**src/design/srd_pkg.sv**
```systemverilog
`timescale 1ns / 1ps
`default_nettype none
// ----------------------------------------------------------------------------
// srd_pkg
// Shared types and codes for the slot ring deque with erase.
// ----------------------------------------------------------------------------
package srd_pkg;

    localparam int ModeW   = 3;
    localparam int StatusW = 2;

    typedef enum logic [ModeW-1:0] {
        MODE_PUT       = 3'd0,
        MODE_PUT_FIRST = 3'd1,
        MODE_POP       = 3'd2,
        MODE_PEEK      = 3'd3,
        MODE_CLEAR     = 3'd4,
        MODE_ERASE     = 3'd5
    } mode_t;

    typedef enum logic [StatusW-1:0] {
        ST_OK        = 2'd0,
        ST_FULL      = 2'd1,
        ST_EMPTY     = 2'd2,
        ST_NOT_FOUND = 2'd3
    } status_t;

    typedef enum logic [4:0] {
        S_INIT,      // build ring after reset
        S_IDLE,
        S_RD,        // wait read of entry A
        S_PUT,
        S_PUTF,
        S_POP,
        S_CLR,       // sweep active marks
        S_ER_A,      // have active of target
        S_ER_ONLY,   // have active[0], the new head
        S_ER_TNX,    // have next[tail]
        S_ER_TSKIP,  // have active/next of tail candidate
        S_ER_HNX,    // have next[head] for head step
        S_ER_INX,    // have next[target]
        S_ER_NHACT,  // newest: re-check head active
        S_ER_WALK,   // walk: have next of cur
        S_ER_PV,     // have prev[target]
        S_ER_U1,     // write next[pv], prev[nx]
        S_ER_BT,     // have prev[tail]
        S_ER_L1,     // write next[bt], prev[it]
        S_ER_L2,     // write next[it], prev[tail]
        S_ER_FULL,   // have active[head]
        S_DONE
    } state_t;

endpackage : srd_pkg
`default_nettype wire

```
**src/design/slot_ring_deque_with_erase_unit.sv**
```systemverilog
`timescale 1ns / 1ps
`default_nettype none
// ----------------------------------------------------------------------------
// slot_ring_deque_with_erase_unit
// Ring of slot indices with next/prev links in memories; put, put-first,
// pop, peek, clear and erase of any slot.
// ----------------------------------------------------------------------------
// channel  dir  tdata bits                        tuser
// s_       in   [2:0] mode, [6:3] target_slot     -
// m_       out  [1:0] status, [5:2] slot,         -
//                [6] full_res, [7] empty_res
//
// Erase walks the links with one memory read per step; clear sweeps
// the active marks of every slot.
// After reset the ring is built by a sweep over all slots; s_tready is low.
// One beat in flight; the result is held in an output register until taken,
// and the next beat is accepted the cycle after the result is taken.
// ----------------------------------------------------------------------------
module slot_ring_deque_with_erase_unit #(
    parameter int SLOTS = 16
) (
    input  wire        aclk,
    input  wire        aresetn,
    input  wire        s_tvalid,
    output logic       s_tready,
    input  wire [7:0]  s_tdata,   // [2:0] mode, [6:3] target_slot
    output logic       m_tvalid,
    input  wire        m_tready,
    output logic [7:0] m_tdata    // [1:0] status, [5:2] slot, [6] full, [7] empty
);
    import srd_pkg::*;

    localparam int AW = (SLOTS > 1) ? $clog2(SLOTS) : 1;

    logic [AW-1:0] nxt_mem [SLOTS];
    logic [AW-1:0] prv_mem [SLOTS];
    logic          act_mem [SLOTS];

    // single read address per memory, registered data
    logic [AW-1:0] n_raddr, p_raddr, a_raddr;
    logic [AW-1:0] n_rdata, p_rdata;
    logic          a_rdata;
    logic          n_we, p_we, a_we;
    logic [AW-1:0] n_waddr, p_waddr, a_waddr, n_wdata, p_wdata;
    logic          a_wdata;

    always_ff @(posedge aclk) begin
        if (n_we) nxt_mem[n_waddr] <= n_wdata;
        if (p_we) prv_mem[p_waddr] <= p_wdata;
        if (a_we) act_mem[a_waddr] <= a_wdata;
        n_rdata <= nxt_mem[n_raddr];
        p_rdata <= prv_mem[p_raddr];
        a_rdata <= act_mem[a_raddr];
    end

    state_t        state_reg, state_next;
    logic [AW-1:0] head_reg, head_next, tail_reg, tail_next;
    logic [AW-1:0] cnt_reg, cnt_next;         // sweep index
    logic [AW:0]   steps_reg, steps_next;     // walk bound
    logic [AW-1:0] x_reg, x_next;             // cur / pv / bt
    logic [AW-1:0] y_reg, y_next;             // nx
    logic [AW-1:0] tgt_reg, tgt_next;
    logic          tgt_oor_reg, tgt_oor_next;
    mode_t         mode_reg, mode_next;
    logic          hact_reg, hact_next;       // active[head] mirror
    logic          fullflag_reg, fullflag_next;
    status_t       st_reg, st_next;
    logic [AW-1:0] slot_reg, slot_next;
    logic          ov_reg, ov_next;
    logic [7:0]    od_reg, od_next;

    logic [3:0] tgt_in;
    assign tgt_in = s_tdata[6:3];

    assign s_tready = (state_reg == S_IDLE) && !ov_reg;
    assign m_tvalid = ov_reg;
    assign m_tdata  = od_reg;

    logic [AW-1:0] last_idx;
    assign last_idx = AW'(SLOTS - 1);

    always_comb begin
        logic [3:0] slot4;
        logic       fl, em;
        state_next    = state_reg;
        head_next     = head_reg;
        tail_next     = tail_reg;
        cnt_next      = cnt_reg;
        steps_next    = steps_reg;
        x_next        = x_reg;
        y_next        = y_reg;
        tgt_next      = tgt_reg;
        tgt_oor_next  = tgt_oor_reg;
        mode_next     = mode_reg;
        hact_next     = hact_reg;
        fullflag_next = fullflag_reg;
        st_next       = st_reg;
        slot_next     = slot_reg;
        ov_next       = ov_reg && !m_tready;
        od_next       = od_reg;
        n_raddr = head_reg; p_raddr = tail_reg; a_raddr = head_reg;
        n_we = 1'b0; p_we = 1'b0; a_we = 1'b0;
        n_waddr = cnt_reg; p_waddr = cnt_reg; a_waddr = cnt_reg;
        n_wdata = '0; p_wdata = '0; a_wdata = 1'b0;
        slot4 = '0; fl = 1'b0; em = 1'b0;

        case (state_reg)
            S_INIT: begin
                n_we = 1'b1; p_we = 1'b1; a_we = 1'b1;
                n_wdata = (cnt_reg == last_idx) ? '0 : cnt_reg + 1'b1;
                p_wdata = (cnt_reg == '0) ? last_idx : cnt_reg - 1'b1;
                cnt_next = cnt_reg + 1'b1;
                if (cnt_reg == last_idx) state_next = S_IDLE;
            end
            S_IDLE: begin
                if (s_tvalid && s_tready) begin
                    mode_next    = mode_t'(s_tdata[2:0]);
                    tgt_next     = AW'(tgt_in);
                    tgt_oor_next = ({28'd0, tgt_in} >= SLOTS);
                    st_next      = ST_OK;
                    slot_next    = '0;
                    cnt_next     = '0;
                    steps_next   = '0;
                    // read entry data for head/tail
                    n_raddr = head_reg; p_raddr = tail_reg;
                    a_raddr = AW'(tgt_in);
                    state_next = S_RD;
                    case (mode_t'(s_tdata[2:0]))
                        MODE_PUT, MODE_PUT_FIRST: begin
                            if (head_reg == tail_reg && hact_reg) begin
                                st_next = ST_FULL; state_next = S_DONE;
                            end
                        end
                        MODE_POP, MODE_PEEK: begin
                            if (head_reg == tail_reg && !hact_reg) begin
                                st_next = ST_EMPTY; state_next = S_DONE;
                            end else if (s_tdata[2:0] == MODE_PEEK) begin
                                slot_next = tail_reg; state_next = S_DONE;
                            end
                        end
                        MODE_CLEAR: state_next = S_CLR;
                        MODE_ERASE: begin
                            if ({28'd0, tgt_in} >= SLOTS) begin
                                st_next = ST_NOT_FOUND; state_next = S_DONE;
                            end else begin
                                n_raddr = tail_reg; p_raddr = head_reg;
                                state_next = S_ER_A;
                            end
                        end
                        default: state_next = S_DONE;
                    endcase
                end
            end
            S_RD: begin
                case (mode_reg)
                    MODE_PUT: begin
                        slot_next = head_reg;
                        a_we = 1'b1; a_waddr = head_reg; a_wdata = 1'b1;
                        head_next = n_rdata;
                        // head moves: active of new head = (new head == tail)
                        hact_next = (n_rdata == tail_reg);
                        state_next = S_DONE;
                    end
                    MODE_PUT_FIRST: begin
                        tail_next = p_rdata; slot_next = p_rdata;
                        a_we = 1'b1; a_waddr = p_rdata; a_wdata = 1'b1;
                        if (p_rdata == head_reg) hact_next = 1'b1;
                        state_next = S_DONE;
                    end
                    default: begin // pop
                        slot_next = tail_reg;
                        a_we = 1'b1; a_waddr = tail_reg; a_wdata = 1'b0;
                        n_raddr = tail_reg;
                        if (tail_reg == head_reg) hact_next = 1'b0;
                        state_next = S_POP;
                    end
                endcase
            end
            S_POP: begin
                // n_rdata = next[tail] read in IDLE (head addr) is wrong; reread
                tail_next = n_rdata;
                state_next = S_DONE;
            end
            S_CLR: begin
                a_we = 1'b1; a_waddr = cnt_reg; a_wdata = 1'b0;
                cnt_next = cnt_reg + 1'b1;
                if (cnt_reg == last_idx) begin
                    head_next = '0; tail_next = '0; hact_next = 1'b0;
                    state_next = S_DONE;
                end
            end
            S_ER_A: begin
                // n_rdata = next[tail], p_rdata = prev[head], a_rdata = act[tgt]
                if (!a_rdata) begin
                    st_next = ST_EMPTY; state_next = S_DONE;
                end else begin
                    a_we = 1'b1; a_waddr = tgt_reg; a_wdata = 1'b0;
                    if (tgt_reg == head_reg) hact_next = 1'b0;
                    if (tail_reg == p_rdata && tail_reg == tgt_reg) begin
                        head_next = '0; tail_next = '0;
                        n_raddr = '0; a_raddr = '0;
                        state_next = S_ER_ONLY;
                    end else if (tgt_reg == tail_reg) begin
                        tail_next = n_rdata;
                        n_raddr = n_rdata; a_raddr = n_rdata;
                        steps_next = '0;
                        state_next = S_ER_TSKIP;
                    end else begin
                        n_raddr = tgt_reg;
                        state_next = S_ER_INX;
                    end
                end
            end
            S_ER_ONLY: begin
                // head moved to slot 0; the read of slot 0 raced the clear of
                // the target when the target was slot 0
                hact_next = (tgt_reg == '0) ? 1'b0 : a_rdata;
                state_next = S_DONE;
            end
            S_ER_TSKIP: begin
                // tail_reg is candidate; a_rdata active, n_rdata next
                if (steps_reg < (AW+1)'(SLOTS) && tail_reg != head_reg && !a_rdata) begin
                    tail_next  = n_rdata;
                    steps_next = steps_reg + 1'b1;
                    n_raddr = n_rdata; a_raddr = n_rdata;
                end else if (tail_reg == head_reg && hact_reg) begin
                    n_raddr = head_reg; a_raddr = head_reg;
                    state_next = S_ER_TNX;
                end else begin
                    state_next = S_DONE;
                end
            end
            S_ER_TNX: begin
                state_next = S_ER_HNX;
                n_raddr = head_reg;
            end
            S_ER_HNX: begin
                head_next = n_rdata;
                hact_next = (n_rdata == tail_reg);
                state_next = S_DONE;
            end
            S_ER_INX: begin
                if (n_rdata == head_reg) begin
                    head_next = tgt_reg;
                    hact_next = 1'b0; // target just cleared
                    state_next = S_DONE;
                end else begin
                    n_raddr = tail_reg;
                    state_next = S_ER_NHACT;
                end
            end
            S_ER_NHACT: begin
                // n_rdata = next[tail] -> cur
                x_next = n_rdata; steps_next = '0;
                n_raddr = n_rdata;
                fullflag_next = (head_reg == tail_reg) && hact_reg;
                state_next = S_ER_WALK;
            end
            S_ER_WALK: begin
                if (steps_reg < (AW+1)'(SLOTS) && x_reg != head_reg) begin
                    if (x_reg == tgt_reg) begin
                        p_raddr = tgt_reg; n_raddr = tgt_reg;
                        state_next = S_ER_PV;
                    end else begin
                        x_next = n_rdata; n_raddr = n_rdata;
                        steps_next = steps_reg + 1'b1;
                    end
                end else begin
                    st_next = ST_NOT_FOUND; state_next = S_DONE;
                end
            end
            S_ER_PV: begin
                x_next = p_rdata; y_next = n_rdata;
                state_next = S_ER_U1;
            end
            S_ER_U1: begin
                n_we = 1'b1; n_waddr = x_reg; n_wdata = y_reg;
                p_we = 1'b1; p_waddr = y_reg; p_wdata = x_reg;
                p_raddr = tail_reg;
                state_next = S_ER_BT;
            end
            S_ER_BT: begin
                // forward in case prev[tail] was just written
                x_next = (y_reg == tail_reg) ? x_reg : p_rdata;
                state_next = S_ER_L1;
            end
            S_ER_L1: begin
                n_we = 1'b1; n_waddr = x_reg; n_wdata = tgt_reg;
                p_we = 1'b1; p_waddr = tgt_reg; p_wdata = x_reg;
                state_next = S_ER_L2;
            end
            S_ER_L2: begin
                n_we = 1'b1; n_waddr = tgt_reg; n_wdata = tail_reg;
                p_we = 1'b1; p_waddr = tail_reg; p_wdata = tgt_reg;
                if (fullflag_reg) begin
                    head_next = tgt_reg; hact_next = 1'b0;
                end
                state_next = S_DONE;
            end
            S_DONE: begin
                fl = (head_reg == tail_reg) && hact_reg;
                em = (head_reg == tail_reg) && !hact_reg;
                slot4 = 4'(slot_reg);
                od_next = {em, fl, slot4, st_reg};
                ov_next = 1'b1;
                state_next = S_IDLE;
            end
            default: state_next = S_IDLE;
        endcase
    end

    always_ff @(posedge aclk) begin
        if (!aresetn) begin
            state_reg <= S_INIT;
            head_reg  <= '0;
            tail_reg  <= '0;
            cnt_reg   <= '0;
            hact_reg  <= 1'b0;
            ov_reg    <= 1'b0;
        end else begin
            state_reg <= state_next;
            head_reg  <= head_next;
            tail_reg  <= tail_next;
            cnt_reg   <= cnt_next;
            hact_reg  <= hact_next;
            ov_reg    <= ov_next;
        end
        steps_reg    <= steps_next;
        x_reg        <= x_next;
        y_reg        <= y_next;
        tgt_reg      <= tgt_next;
        tgt_oor_reg  <= tgt_oor_next;
        mode_reg     <= mode_next;
        fullflag_reg <= fullflag_next;
        st_reg       <= st_next;
        slot_reg     <= slot_next;
        od_reg       <= od_next;
    end

    // a pending result holds, unchanged, until taken
    a_hold: assert property (@(posedge aclk) disable iff (!aresetn)
        m_tvalid && !m_tready |=> m_tvalid && $stable(m_tdata))
        else $error("result dropped");
    a_one: assert property (@(posedge aclk) disable iff (!aresetn)
        m_tvalid |-> !s_tready)
        else $error("accept while result pending");
    a_flags: assert property (@(posedge aclk) disable iff (!aresetn)
        m_tvalid |-> !(m_tdata[6] && m_tdata[7]))
        else $error("full and empty together");
    a_oor: assert property (@(posedge aclk) disable iff (!aresetn)
        state_reg == S_ER_A |-> !tgt_oor_reg)
        else $error("erase of out of range target");

endmodule : slot_ring_deque_with_erase_unit
`default_nettype wire

```
**config.mk**
```make
export PLATFORM = sky130hd
export DESIGN_NAME = slot_ring_deque_with_erase_unit
export DESIGN_NICKNAME = d
export VERILOG_FILES = /design/src/design/srd_pkg.sv /design/src/design/slot_ring_deque_with_erase_unit.sv
export SDC_FILE = /design/constraint.sdc
export NUM_CORES = 1
export LEC_CHECK = 0
export BUFFER_PORTS_ARGS = -buffer_cell sky130_fd_sc_hd__buf_2
export CAP_MARGIN = 20
export CORE_UTILIZATION = 40
export CTS_CLUSTER_DIAMETER = 150
export CTS_CLUSTER_SIZE = 8
export DETAILED_ROUTE_END_ITERATION = 7
export MAX_ROUTING_LAYER = met4
export PLACE_DENSITY = 0.54
export SYNTH_ARGS = -nofsm -noshare
export SYNTH_HDL_FRONTEND = slang
export SYNTH_SLANG_ARGS = --single-unit
```
**constraint.sdc**
```tcl
create_clock -name aclk -period 8.7 [get_ports aclk]
set_input_delay 0.87 -clock aclk [delete_from_list [all_inputs] [get_ports aclk]]
set_output_delay 0.87 -clock aclk [all_outputs]
set_load 0.005 [all_outputs]
```
==> metrics.txt <==
hold slack roughly 420 ps; Hold Crit Class flop to flop; n_diodes 0; Finished Core Util a little under half; Relative slew margins about 36%; syn_area_per_cell 11.05 sq um; Leakage Power 0.004380 uW; CTS tree built; Syn Inst Count 1,001; Setup Skew around 21 ps; post-synthesis sequential area ratio 53.64%; syn_nets between 1,000 and 1,500; core area 27,030 sq um; max incr delay on CP 780 ps; worst path buffer plus inverter count 1; Psw approximately 1700 uW; vias in the first global route 7,933; Crit Path Max Fanout 30; row count 60; critical path class flop to flop; Starting Density approximately two fifths; r2r setup slk roughly 4100 ps; Worst-path clk slew 70 ps; combinational power share 38.5%; biggest regs nxt_mem x64, prv_mem x64, act_mem x16; Req. time, crit path 9190 ps; routability cong. 0.9423; internal power 2615 uW; root buffer cell clkbuf_16; global-route usage over all layers 23.12%; Seq pwr share 37.3%; Max VDD drop 0.1999 mV; cts repair resizes 0; total placed instance area 11,450 sq um; Synth Warn # 0; clock latency on the worst-skew pair 560 ps; CP Launch Type flop; I/O Buffers 20; first drt pass iteration count 5; layout overhead on the synthesized area 11.25%; Crit path arrival time 5120 ps; max-cap violations 0; first-iteration detailed-routing DRC count 717; TritonCTS Buffers 29; Crit-path slowest cell edfxtp_1; first-pass GRT wire length between 40,000 and 50,000 um; critical path capture point type flop; Post-Layout Inst Area 12,310 sq um; initial antenna violation count 0; final wirelength 31,430 um; total grt overflow 0; die width 168.3 um; Detail Route Antenna Nets 0; PwrDens 349.9 nW/um^2; die area ~28,000 sq um; Final Critical Period 4626 ps; share of cells above drive strength 1 10.40%; clock network power share between 20% and 30%; Max Buffers Root-to-Sink 3; overall die height approximately 170 um; total design power between 4000 and 5000 uW; Final setup viols 0; Post-synth EDFFs between 150 and 200; asr flop ratio synth 0%; via count 8,165; DRC violations left 0; Max Clock Freq 0.2162 GHz; Final Hold Vio Count 0; Avg WL per Cell roughly 23 um; number of synthesized register bits 207; Setup Buffers After CTS 0; outcome finished clean; Final #Nets 1,021; RSZ-0062 raised after global routing no; hold_buf cts 0; largest net degree at the start of global routing 38; hpwl dp 21,590 um; Slew Viols, Final 0; main flop type after synthesis edfxtp_1; crit share post-route 53.17%; Netlist Area Pre-Place 11,070 sq um; Cell variety after synth 83; vias per cell 5.960; setup TNS 0 ps; crit-path cells xor2_1 > nor4_4 > and3_2 > o41ai_2 > a41oi_2 > buf_4 > and2_1 > a2111oi_0 > nor4bb_1 > mux2_2; CP top delay family simple AND/OR/NAND/NOR gates; worst slew pin tran 957.4 ps; sw frac 39.29%; # IOs 22; CTS Sinks 207; H-tree depth 1
## power by group through the flow
stage / Sequential [uW] / Combinational (uW) / Clock [uW]
after floorplan: 1480 / 1230 / 0
after detailed placement: 1620 / 1640 / 0
after global routing: 1620 / 1830 / 1110
after CTS: 1600 / 1650 / 1070
after global placement: 1620 / 1620 / 0
final: 1610 / 1660 / 1040
## through the flow
step / worst slack (ps) / instances
finish: 4074 / 1370
global route: 3831 / 1370
CTS: 4110 / 1367
detailed placement: 4110 / 1313
global placement: 4060 / 1312
floorplan: 5431 / 1001
## worst register-to-register path: cells and delay by family, from the launching register on
family / cells / cell delay [ps]
AOI/OAI and AO/OA: 3 / 620
xor gates and xnor gates: 1 / 200
muxes: 1 / 240
and+or+nand+nor: 4 / 2390
buffers and inverters: 1 / 330
DFF: 1 / 780
## worst paths after layout
kind / start / end / cells past startpoint
worst max-delay path: tgt_reg[2] / n_rdata[2] / 10
worst min-delay path: slot_reg[2] / m_tdata[4] / 0
worst max register to register: tgt_reg[2] / n_rdata[2] / 10
worst min register to register: slot_reg[2] / m_tdata[4] / 0
## layout make-up
cell class / count / area [sq um]
fill: 2562 / 14720
timing repair buffer: 42 / 266.5
clock inverter: 1 / 20.02
clock buffer: 53 / 815.8
multi-input combinational: 689 / 4707
inverter: 37 / 138.9
tap: 341 / 426.7
sequential: 207 / 5936
## Yosys cell counts, types with 12 or more instances
cell / count / area [sq um]
nor2_1: 103 / 386.6
nand2b_1: 13 / 81.33
o21ai_0: 36 / 180.2
nand2_1: 77 / 289.0
a211oi_1: 12 / 90.09
edfxtp_1: 179 / 5375
and3_1: 14 / 87.58
inv_1: 36 / 135.1
o2111ai_1: 22 / 192.7
clkbuf_1: 33 / 123.9
dfxtp_1: 28 / 560.5
xor2_1: 21 / 183.9
mux2i_1: 89 / 890.9
a21oi_1: 29 / 145.1
xnor2_1: 26 / 227.7
mux2_2: 14 / 157.7
nand3_1: 37 / 185.2
nor2b_1: 12 / 75.07
buf_2: 25 / 125.1
## placed cells by master (no fill, tap or decap), types with 5 or more instances in the layout
master / Yosys / layout
o2111a_1: 5 / 5
xor2_1: 21 / 21
a211oi_1: 12 / 12
and3_1: 14 / 14
a2111oi_0: 8 / 8
nor2_1: 103 / 103
o2111ai_1: 22 / 22
mux2_2: 14 / 14
clkbuf_1: 33 / 24
nor3_1: 10 / 10
buf_2: 25 / 21
edfxtp_1: 179 / 179
o21ai_0: 36 / 28
nand2b_1: 13 / 13
nor2b_1: 12 / 12
buf_4: 2 / 20
a221oi_1: 9 / 9
dfxtp_1: 28 / 28
inv_1: 36 / 36
nand2_1: 77 / 77
mux2i_1: 89 / 89
xnor2_1: 26 / 26
and2_1: 10 / 10
o21ai_1: 1 / 9
o22ai_1: 10 / 10
or3_1: 6 / 6
a21boi_0: 9 / 9
a221o_1: 5 / 5
a22oi_1: 9 / 9
nand4_1: 9 / 9
nand3_1: 37 / 37
clkbuf_16: 0 / 29
o211ai_1: 6 / 6
a21oi_1: 29 / 28
## routing by layer
layer / GRT usage (%) / up-vias / routed length, um
met1: 30.48 / 3969 / 13610
met5: - / - / 0
li1: - / 3808 / -
met3: 2.750 / 73 / 1994
met2: 36.33 / 315 / 14750
met4: 9.249 / 0 / 1071
## cells by family after synthesis
logic type | after synthesis | share of synthesized area [%]
buffers and inverters | 105 | 3.980
adders and majority gates | 3 | 0.3392
xor gates and xnor gates | 47 | 3.720
DFF | 207 | 53.64
muxes | 103 | 9.475
AOI/OAI and AO/OA | 207 | 13.98
and+or+nand+nor | 329 | 14.87
(Power assumes the default switching activity.)
